==> config.mk <==
export PLATFORM = sky130hd
export DESIGN_NAME = fdde_iter_unit
export DESIGN_NICKNAME = d
export VERILOG_FILES = /design/src/rtl/core/fdde_pkg.sv /design/src/rtl/core/fdde_iter_unit.sv
export SDC_FILE = /design/constraint.sdc
export NUM_CORES = 1
export LEC_CHECK = 0
export BUFFER_PORTS_ARGS = -buffer_cell sky130_fd_sc_hd__buf_2
export CELL_PAD_IN_SITES_DETAIL_PLACEMENT = 1
export CELL_PAD_IN_SITES_GLOBAL_PLACEMENT = 2
export CORE_MARGIN = 4
export CORE_UTILIZATION = 35
export DETAILED_ROUTE_END_ITERATION = 6
export PLACE_DENSITY_LB_ADDON = 0.1
export SYNTH_ARGS = -nofsm -noshare
export SYNTH_HDL_FRONTEND = slang
export SYNTH_SLANG_ARGS = --single-unit
==> constraint.sdc <==
create_clock -name clk -period 5.5 [get_ports clk]
set_clock_uncertainty 0.15 [all_clocks]
set_input_delay 0.55 -clock clk [delete_from_list [all_inputs] [get_ports clk]]
set_output_delay 0.55 -clock clk [all_outputs]
set_load 0.005 [all_outputs]
==> src/rtl/core/fdde_pkg.sv <==
// Shared types and constants of the force-directed distance embedding engine.
package fdde_pkg;

    localparam int STRESS_BITS    = 48;
    localparam int FRAC_BITS      = 16;
    localparam int COORD_BITS     = 32;
    localparam int CFG_DATA_BITS  = 16;
    localparam int CFG_INDEX_BITS = 2;

    localparam logic [STRESS_BITS-1:0] STRESS_MAX = '1;

    // Configuration register indexes
    localparam logic [CFG_INDEX_BITS-1:0] CFG_MOVE_FACTOR = 2'd0;
    localparam logic [CFG_INDEX_BITS-1:0] CFG_GEN_COUNT   = 2'd1;
    localparam logic [CFG_INDEX_BITS-1:0] CFG_POINT_COUNT = 2'd2;
    localparam logic [CFG_INDEX_BITS-1:0] CFG_DIM_COUNT   = 2'd3;

    localparam logic [15:0] MOVE_FACTOR_RESET = 16'd328;
    localparam logic [15:0] GEN_COUNT_RESET   = 16'd500;
    localparam logic [6:0]  POINT_COUNT_RESET = 7'd2;
    localparam logic [2:0]  DIM_COUNT_RESET   = 3'd2;

    // Result kinds
    localparam logic KIND_COORD = 1'b0;
    localparam logic KIND_RUN   = 1'b1;

    typedef enum logic [1:0] {
        MODE_WR_DIST,
        MODE_WR_COORD,
        MODE_RD_COORD,
        MODE_RUN
    } mode_t;

    typedef enum logic [1:0] {
        ALU_MUL,
        ALU_SQRT,
        ALU_DIV
    } alu_op_t;

    typedef struct packed {
        logic    start;
        alu_op_t op;
    } alu_ctl_t;

    typedef enum logic [4:0] {
        ST_CLEAR,
        ST_IDLE,
        ST_READ,
        ST_ROW_RD,
        ST_ROW_CAP,
        ST_PAIR_RD,
        ST_PAIR_CAP,
        ST_SQ_WAIT,
        ST_ROOT_WAIT,
        ST_STRESS,
        ST_PROD_START,
        ST_PROD_WAIT,
        ST_DIV_WAIT,
        ST_FORCE_WR,
        ST_MOVE_RD,
        ST_MOVE_CAP,
        ST_MOVE_WAIT
    } state_t;

endpackage

==> src/rtl/core/fdde_iter_unit.sv <==
// Shared bit-serial unit: shift-add multiply, integer square root, long division.
module fdde_iter_unit
    import fdde_pkg::*;
#(
    parameter int ROOT_BITS = 33
) (
    input  logic                     clk,
    input  logic                     rst_n,
    input  alu_ctl_t                 ctl,
    input  logic [2*ROOT_BITS-1:0]   opa,
    input  logic [ROOT_BITS-1:0]     opb,
    output logic [2*ROOT_BITS-1:0]   result,
    output logic                     done
);

    localparam int RB   = ROOT_BITS;
    localparam int WIDE = 2 * ROOT_BITS;
    localparam int CW   = $clog2(WIDE + 1);

    logic [WIDE-1:0] x_reg, x_next;
    logic [RB-1:0]   y_reg, y_next;
    logic [WIDE-1:0] acc_reg, acc_next;
    logic [RB+1:0]   rem_reg, rem_next;
    logic [CW-1:0]   count_reg, count_next;
    alu_op_t         op_reg, op_next;
    logic            busy_reg, busy_next;
    logic            done_reg, done_next;

    logic [RB+1:0]   rem_sh;
    logic [RB+1:0]   trial;
    logic [CW-1:0]   last_count;

    // Step the selected operation by one bit
    always_comb
    begin
        x_next     = x_reg;
        y_next     = y_reg;
        acc_next   = acc_reg;
        rem_next   = rem_reg;
        count_next = count_reg;
        op_next    = op_reg;
        busy_next  = busy_reg;
        done_next  = 1'b0;
        rem_sh     = '0;
        trial      = '0;
        last_count = CW'(RB - 1);
        if (ctl.start)
        begin
            op_next    = ctl.op;
            busy_next  = 1'b1;
            count_next = '0;
            x_next     = opa;
            y_next     = (ctl.op == ALU_SQRT) ? '0 : opb;
            acc_next   = '0;
            rem_next   = '0;
        end
        else if (busy_reg)
        begin
            unique case (op_reg)
                ALU_MUL:
                begin
                    if (y_reg[0])
                    begin
                        acc_next = acc_reg + x_reg;
                    end
                    x_next = {x_reg[WIDE-2:0], 1'b0};
                    y_next = {1'b0, y_reg[RB-1:1]};
                end
                ALU_SQRT:
                begin
                    rem_sh = {rem_reg[RB-1:0], x_reg[WIDE-1 -: 2]};
                    trial  = {y_reg, 2'b01};
                    if (rem_sh >= trial)
                    begin
                        rem_next = rem_sh - trial;
                        y_next   = {y_reg[RB-2:0], 1'b1};
                    end
                    else
                    begin
                        rem_next = rem_sh;
                        y_next   = {y_reg[RB-2:0], 1'b0};
                    end
                    x_next = {x_reg[WIDE-3:0], 2'b00};
                end
                ALU_DIV:
                begin
                    last_count = CW'(WIDE - 1);
                    rem_sh     = {rem_reg[RB:0], x_reg[WIDE-1]};
                    if (rem_sh >= {2'b00, y_reg})
                    begin
                        rem_next = rem_sh - {2'b00, y_reg};
                        x_next   = {x_reg[WIDE-2:0], 1'b1};
                    end
                    else
                    begin
                        rem_next = rem_sh;
                        x_next   = {x_reg[WIDE-2:0], 1'b0};
                    end
                end
                default:
                begin
                    busy_next = 1'b0;
                end
            endcase
            count_next = count_reg + CW'(1);
            if (count_reg == last_count)
            begin
                busy_next = 1'b0;
                done_next = 1'b1;
            end
        end
    end

    // Hold control state
    always_ff @(posedge clk or negedge rst_n)
    begin
        if (!rst_n)
        begin
            busy_reg  <= 1'b0;
            done_reg  <= 1'b0;
            count_reg <= '0;
            op_reg    <= ALU_MUL;
        end
        else
        begin
            busy_reg  <= busy_next;
            done_reg  <= done_next;
            count_reg <= count_next;
            op_reg    <= op_next;
        end
    end

    // Hold operands and partial results
    always_ff @(posedge clk)
    begin
        x_reg   <= x_next;
        y_reg   <= y_next;
        acc_reg <= acc_next;
        rem_reg <= rem_next;
    end

    // Select the finished value
    always_comb
    begin
        unique case (op_reg)
            ALU_MUL:  result = acc_reg;
            ALU_SQRT: result = WIDE'(y_reg);
            ALU_DIV:  result = x_reg;
            default:  result = acc_reg;
        endcase
    end

    assign done = done_reg;

endmodule

==> flow_summary.yaml, run 1 <==
critical_path:
  path_class: "flip-flop to flip-flop"
  arrival_ns: 4.49
  cp_top_family: "compound AO/OA/AOI/OAI gates"
  endpoint_kind: "flip-flop"
  max_stage_delay_ns: 0.55
  cp_num_buf_inv: 2
  cp_data_required_time_ns: 5.80
  crit_path_top_delay_cell: "buf_4"
  crit_chain: "inv_1 > ha_1 > o21a_1 > o2111ai_1 > a211oi_1 > nor4_2 > o211ai_2 > a211oi_4 > buf_4 > o311ai_0 > o211ai_1 > a21oi_1"
  cp-start-kind: "flip-flop"
  cp_max_fo: 57
clock_network:
  ctsLongestPathBuffers: 3
  clk_latency_ns: 0.59
  post_cts_buffers: 0
  clk_pin_slew_ns: 0.06
  numCtsBuffers: 29
  cts.sinks: 210
  htree_levels: 1
  clockRootBuffer: "clkbuf_16"
  tritoncts: "yes"
yosys:
  netlist_instances: 2381
  synth_fa_ha_area_frac: 0.0970
  ys_types: 79
  synth_xor_area_frac: 0.0558
  ys_seq_elements: 210
  synth_compound_area_frac: 0.303
  synthFlopType: "dfxtp_1"
  syn_area_mm2: 0.0182
  synthesis.nets: 2625
  seq_area_frac_synth: 0.288
  yosysTopAreaCellShare: 0.163
  synthMuxAreaShare: 0.0238
  yosys-top-cells-area: "edfxtp_1, dfxtp_1, ha_1"
  syn_area_per_cell_um2: 7.65
  synth_top_family_by_area: "compound AO/OA/AOI/OAI gates"
  synth.largest_area_cell: "edfxtp_1"
  synth-simple-area-share: 0.179
  synth_edf_count: 99
  synth_async_sr_flop_share: 0.0524
  ys_warn_count: 0
timing:
  finalHoldViolations: 0
  finalCritPeriodShare: 0.761
  rsz0062_at_grt: "no"
  setup_violations: 0
  fin_tns_setup_ns: 0
  min_period_ns: 4.19
  maxSlewViolCount: 0
  timing.fmax_ghz: 0.239
  timing_worst_slew_pin_value_ns: 0.982
  relSlewSlack: 0.345
route:
  wl_per_cell_um: 22.5
  drt-initial-drc-count: 1130
  drc: 0
  wl_mm: 71.2
  ant_nets: 0
  firstDrtPassIters: 5
  vias: 18309
  via_per_inst: 5.78
floorplan:
  io_pins: 171
  rows: 83
  start_util: 0.354
  die_h_um: 236
  core_mm2: 0.0514
  die-area_mm2: 0.0558
  die_x_um: 236
place:
  dpl.cell_count: 3110
  io_buffers: 170
  gp_congestion: 0.886
  hpwlAfterDp_mm: 53.8
power_and_ir_drop:
  p_sw_mw: 3.56
  power.density_mw_per_mm2: 390
  internal_power_mw: 4.47
  vdd_drop_max_mv: 0.252
  power_mw: 8.04
  p_sw_frac: 0.443
  clkPwrFrac: 0.240
  combPwrFrac: 0.473
  pwr-share-seq: 0.286
  leakage_nw: 8.76
final_layout:
  multi_input_area_mm2: 0.0121
  fillers: 6309
  diodes: 0
  final_cells: 3165
  areaGrowthSynthToFinish_pct: 13.1
  drive_gt1_frac: 0.111
  regArea_mm2: 0.00525
  nNetsFinal: 2706
job:
  cap_violations: 0
global_route:
  grt_pass1_wl_mm: 112
  grt_pass1_vias: 18995
  antenna_found_initial: 1
  grt_max_degree: 69
  grt_usage: 0.246
  grt-ovfl-total: 0
outcome:
  outcome: "finished clean"
hold_path:
  hp-class: "input port to flip-flop"
-- layer usage --
metal	vias up	routed length, um	global-route usage
met3	88	2590	0.0230
li1	8842	-	-
met2	324	32300	0.402
met5	-	0	0
met4	0	1660	0.0537
met1	9055	34600	0.354
-- layout make-up --
class                           instances  share of cell area
Clock inverter                         13             0.00686
Tap cell                              680              0.0413
Sequential cell                       210               0.255
Multi-Input combinational cell       1920               0.586
Clock buffer                           41              0.0399
Inverter                              102              0.0186
Timing Repair Buffer                  199              0.0524
-- power groups by stage --
stage | sequential (mW) | clock (mW) | combinational [mW]
2_1_floorplan | 2.14 | 0 | 2.71
3_3_place_gp | 2.32 | 0 | 3.72
3_5_place_dp | 2.32 | 0 | 3.76
4_1_cts | 2.29 | 1.99 | 3.79
5_1_grt | 2.33 | 2.05 | 4.21
6_report | 2.30 | 1.93 | 3.80
-- cell usage after synthesis (23+ instances only) --
cell type / count
a21oi_1: 247
a22oi_1: 100
nor3_1: 25
nand4_1: 35
dfxtp_1: 100
xnor2_1: 63
a21o_1: 69
nand2b_1: 26
edfxtp_1: 99
o21bai_1: 24
nor2_1: 143
o211ai_1: 32
a211oi_1: 32
xor2_1: 53
clkbuf_1: 122
o21ai_0: 249
ha_1: 138
nand2_1: 376
inv_1: 102
a211o_1: 23
mux2i_1: 40
nand3_1: 52
-- path summary, 6_finish.rpt --
path | from | to | slack (ns) | cells past startpoint
max | y_reg[5] | rem_reg[7] | 1.31 | 12
min | ctl[1] | op_reg[1] | 0.06 | 3
max reg2reg | y_reg[5] | rem_reg[7] | 1.31 | 12
min reg2reg | acc_reg[34] | acc_reg[34] | 0.32 | 2
max in group asynchronous | rst_n | count_reg[0] | 4.78 | 2
min in group asynchronous | rst_n | done | 0.21 | 2
-- stage by stage --
| step | setup WS, ns | utilization | hold WS, ns | instance area [um^2] |
|---|---|---|---|---|
| 6_report | 1.31 | 0.401 | 0.0567 | 20600 |
| 5_1_grt | 0.989 | 0.401 | 0.0679 | 20600 |
| 4_1_cts | 1.26 | 0.401 | 0.0333 | 20600 |
| 3_5_place_dp | 1.28 | 0.382 | 0.285 | 19600 |
| 3_3_place_gp | 1.39 | 0.382 | 0.285 | 19600 |
| 2_1_floorplan | 1.92 | - | 0.104 | 18200 |
-- worst register-to-register path: stages, from the launching register on --
cell       delay, ns
edfxtp_1        0.54
inv_1           0.14
ha_1            0.41
o21a_1          0.23
o2111ai_1       0.24
a211oi_1        0.11
nor4_2          0.51
o211ai_2        0.30
a211oi_4        0.29
buf_4           0.55
o311ai_0        0.32
o211ai_1        0.17
a21oi_1         0.08
-- placed cells by master, fill, tap and decap left out, drive strengths merged, types with 8 or more instances in the layout --
| master | count |
|---|---|
| nand4 | 35 |
| clkbuf | 42 |
| edfxtp | 99 |
| inv | 104 |
| and2 | 14 |
| xor2 | 53 |
| dfxtp | 100 |
| a211o | 23 |
| nor2 | 143 |
| a211oi | 33 |
| a21o | 69 |
| o21bai | 24 |
| nor3 | 25 |
| xnor2 | 63 |
| a22oi | 100 |
| nand2b | 26 |
| a31oi | 20 |
| buf | 197 |
| mux2i | 40 |
| dfrtp | 11 |
| o21a | 10 |
| o31ai | 8 |
| nand3 | 52 |
| nor2b | 8 |
| o21ai | 250 |
| or3 | 10 |
| ha | 138 |
| and3 | 17 |
| nand2 | 376 |
| o211ai | 33 |
| a21oi | 247 |
-- kinds of logic after synthesis --
family	count (synthesis)
xor gates and xnor gates	116
AOI/OAI and AO/OA	883
and+or+nand+nor	738
muxes	43
adders and majority gates	140
DFF	210
buffers and inverters	251
-- repair_timing --
item | 4_1_cts | 5_1_grt
hold buffers | 1 | 0
gates resized for setup | 0 | 0
hold endpoints to repair | 11 | 0
Note: power is estimated with default switching activity, not from simulation.
==> inputs of run 2 (changes only) <==
CORE_UTILIZATION = 32   (was 35)
clock period = 3.5 ns   (was 5.5 ns; I/O delays follow)
==> run 2 against run 1 <==
- maximum frequency increased by 24%
- sequential power increased by 47%
- cell area increased by 18%
- die area increased by 9.1%
- utilization increased by 3.2 points
- combinational power increased by 110%
- setup slack got worse by 1.2 ns
- global-route usage decreased by 0.75 points
- power increased by 77%
- clock power increased by 60%
- count of clock-buffer cells in the layout decreased by 1
- critical path type unchanged
==> flow_summary.yaml, run 2 (same netlist as run 1, synthesis figures left out) <==
floorplan:
  die_h_um: 247
  core_mm2: 0.0564
  rows: 87
  start_util: 0.323
  die-area_mm2: 0.0608
  io_pins: 171
  die_x_um: 247
final_layout:
  fillers: 6868
  areaGrowthSynthToFinish_pct: 33.8
  final_common_cell: "nand2_1"
  final_cell_mix: "nand2_1, buf_4, o21ai_0"
  post-route-cell-area_mm2: 0.0244
  nNetsFinal: 3072
  drive_gt1_frac: 0.218
  postLayoutCoreUtil: 0.432
clock_network:
  clk_pin_slew_ns: 0.06
  cts.sinks: 210
  htree_levels: 1
  ctsLongestPathBuffers: 3
  tritoncts: "yes"
  clk_latency_ns: 0.59
  numCtsBuffers: 29
  clockRootBuffer: "clkbuf_16"
power_and_ir_drop:
  power.density_mw_per_mm2: 585
  p_sw_mw: 5.95
  combPwrFrac: 0.547
  leakage_nw: 10.6
  clkPwrFrac: 0.216
  pwr-share-seq: 0.238
  vdd_drop_max_mv: 0.403
  p_sw_frac: 0.417
  internal_power_mw: 8.31
global_route:
  grt_pass1_vias: 20405
  antenna_found_initial: 1
  grt_max_degree: 137
  grt_usage: 0.239
  grt-ovfl-total: 0
  grt_pass1_wl_mm: 116
route:
  via_per_inst: 5.48
  drc: 0
  drt-initial-drc-count: 1126
  wl_per_cell_um: 20.8
  vias: 19775
  ant_nets: 0
  firstDrtPassIters: 5
  wl_mm: 75.0
timing:
  fin_tns_setup_ns: 0
  finalCritPeriodShare: 0.967
  setup_slack_ns: 0.116
  finalHoldViolations: 0
  rsz0062_at_grt: "yes"
  timing.fmax_ghz: 0.296
  min_period_ns: 3.38
  maxSlewViolCount: 0
  timing_worst_slew_pin_value_ns: 0.895
  relSlewSlack: 0.404
  setup_violations: 0
  hold_ws_ns: 0.0142
critical_path:
  arrival_ns: 3.71
  reg2reg_depth: 12
  path_class: "flip-flop to flip-flop"
  cp-start-kind: "flip-flop"
  cp_data_required_time_ns: 3.83
  cp_max_fo: 11
  endpoint_kind: "flip-flop"
  rr_startpoint: "y_reg[29]"
  r2r-end: "rem_reg[25]"
  r2r_setup_slack_ns: 0.12
hold_path:
  hp-class: "input port to flip-flop"
  holdPathStages: 3
  hold_end: "x_reg[65]"
  hp-start: "opa[65]"
place:
  hpwlAfterDp_mm: 56.4
  place_worst_setup_slack_ns: -0.255
  io_buffers: 170
  dpl-instance-area_mm2: 0.0218
  gp_congestion: 0.910
job:
  cap_violations: 0
outcome:
  outcome: "finished clean"
-- run 2: cell count changes in the layout (fill, tap and decap cells not counted), moves of 10 or more --
cell / before / now
a211oi_1: 32 / 22
a21oi_1: 247 / 232
a21oi_2: 0 / 15
buf_12: 0 / 12
buf_4: 28 / 280
dlygate4sd3_1: 1 / 98
ha_1: 135 / 119
ha_4: 3 / 14
-- run 2: how the worst max path moves through the flow --
stage | from | endpoint | slack (ns) | cells after the start
floorplan | ctl[2] | x_reg[0] | 0.12 | 4
global placement | x_reg[7] | acc_reg[65] | -0.08 | 11
detailed placement | x_reg[12] | acc_reg[65] | -0.26 | 11
CTS | y_reg[5] | rem_reg[16] | 0.002 | 16
global route | y_reg[10] | rem_reg[18] | -0.04 | 14
finish | y_reg[29] | rem_reg[25] | 0.12 | 12
-- run 2: through the flow --
stage | cells | total power, mW
6_report | 3608 | 14.3
2_1_floorplan | 2381 | 7.63
5_1_grt | 3608 | 15.3
3_5_place_dp | 3439 | 10.6
3_3_place_gp | 3439 | 10.5
4_1_cts | 3597 | 14.0
-- run 2: power groups by stage --
| stage | Sequential [mW] | Clock (mW) | Combinational [mW] |
|---|---|---|---|
| after floorplan | 3.37 | 0 | 4.26 |
| after global placement | 3.41 | 0 | 7.06 |
| after detailed placement | 3.42 | 0 | 7.16 |
| after CTS | 3.38 | 3.16 | 7.44 |
| after global routing | 3.44 | 3.25 | 8.56 |
| final | 3.39 | 3.08 | 7.80 |
-- run 2: area by class of cell --
type                    count  area (um^2)  share of cell area
clock buffers              40          820              0.0336
inverters                 102          383              0.0157
clock inverters            14          140             0.00575
multi-input cells        1920        12500               0.515
flip-flops and latches    210         5250               0.215
diodes                      1         2.50            0.000103
repair buffers            565         4290               0.176
well taps                 756          946              0.0388
-- run 2: worst max-delay path, cell delays in order (launching register included) --
cell and delay (ns):
edfxtp_1 0.36, inv_1 0.15, ha_2 0.43, nand4_1 0.20
or4_4 0.48, nor4_4 0.17, o21ai_2 0.08, a21oi_2 0.19
a2111oi_4 0.05, buf_4 0.18, bufbuf_16 0.28, a211o_1 0.30
a32o_1 0.24
-- run 2: timing repair --
item	CTS	global route
setup endpoints to repair	31	53
pin swaps	6	19
cloned	1	2
hold buffers	98	0
endpoints found under the hold margin	108	0
gates resized for setup	23	85
setup buffers	5	8
-- run 2: per-layer routing --
metal / vias to the layer above / global-route usage / wire [um]
li1: 9601 / - / -
met1: 9745 / 0.340 / 36300
met2: 343 / 0.391 / 34400
met3: 86 / 0.0213 / 2500
met4: 0 / 0.0581 / 1830
met5: - / 0 / 0
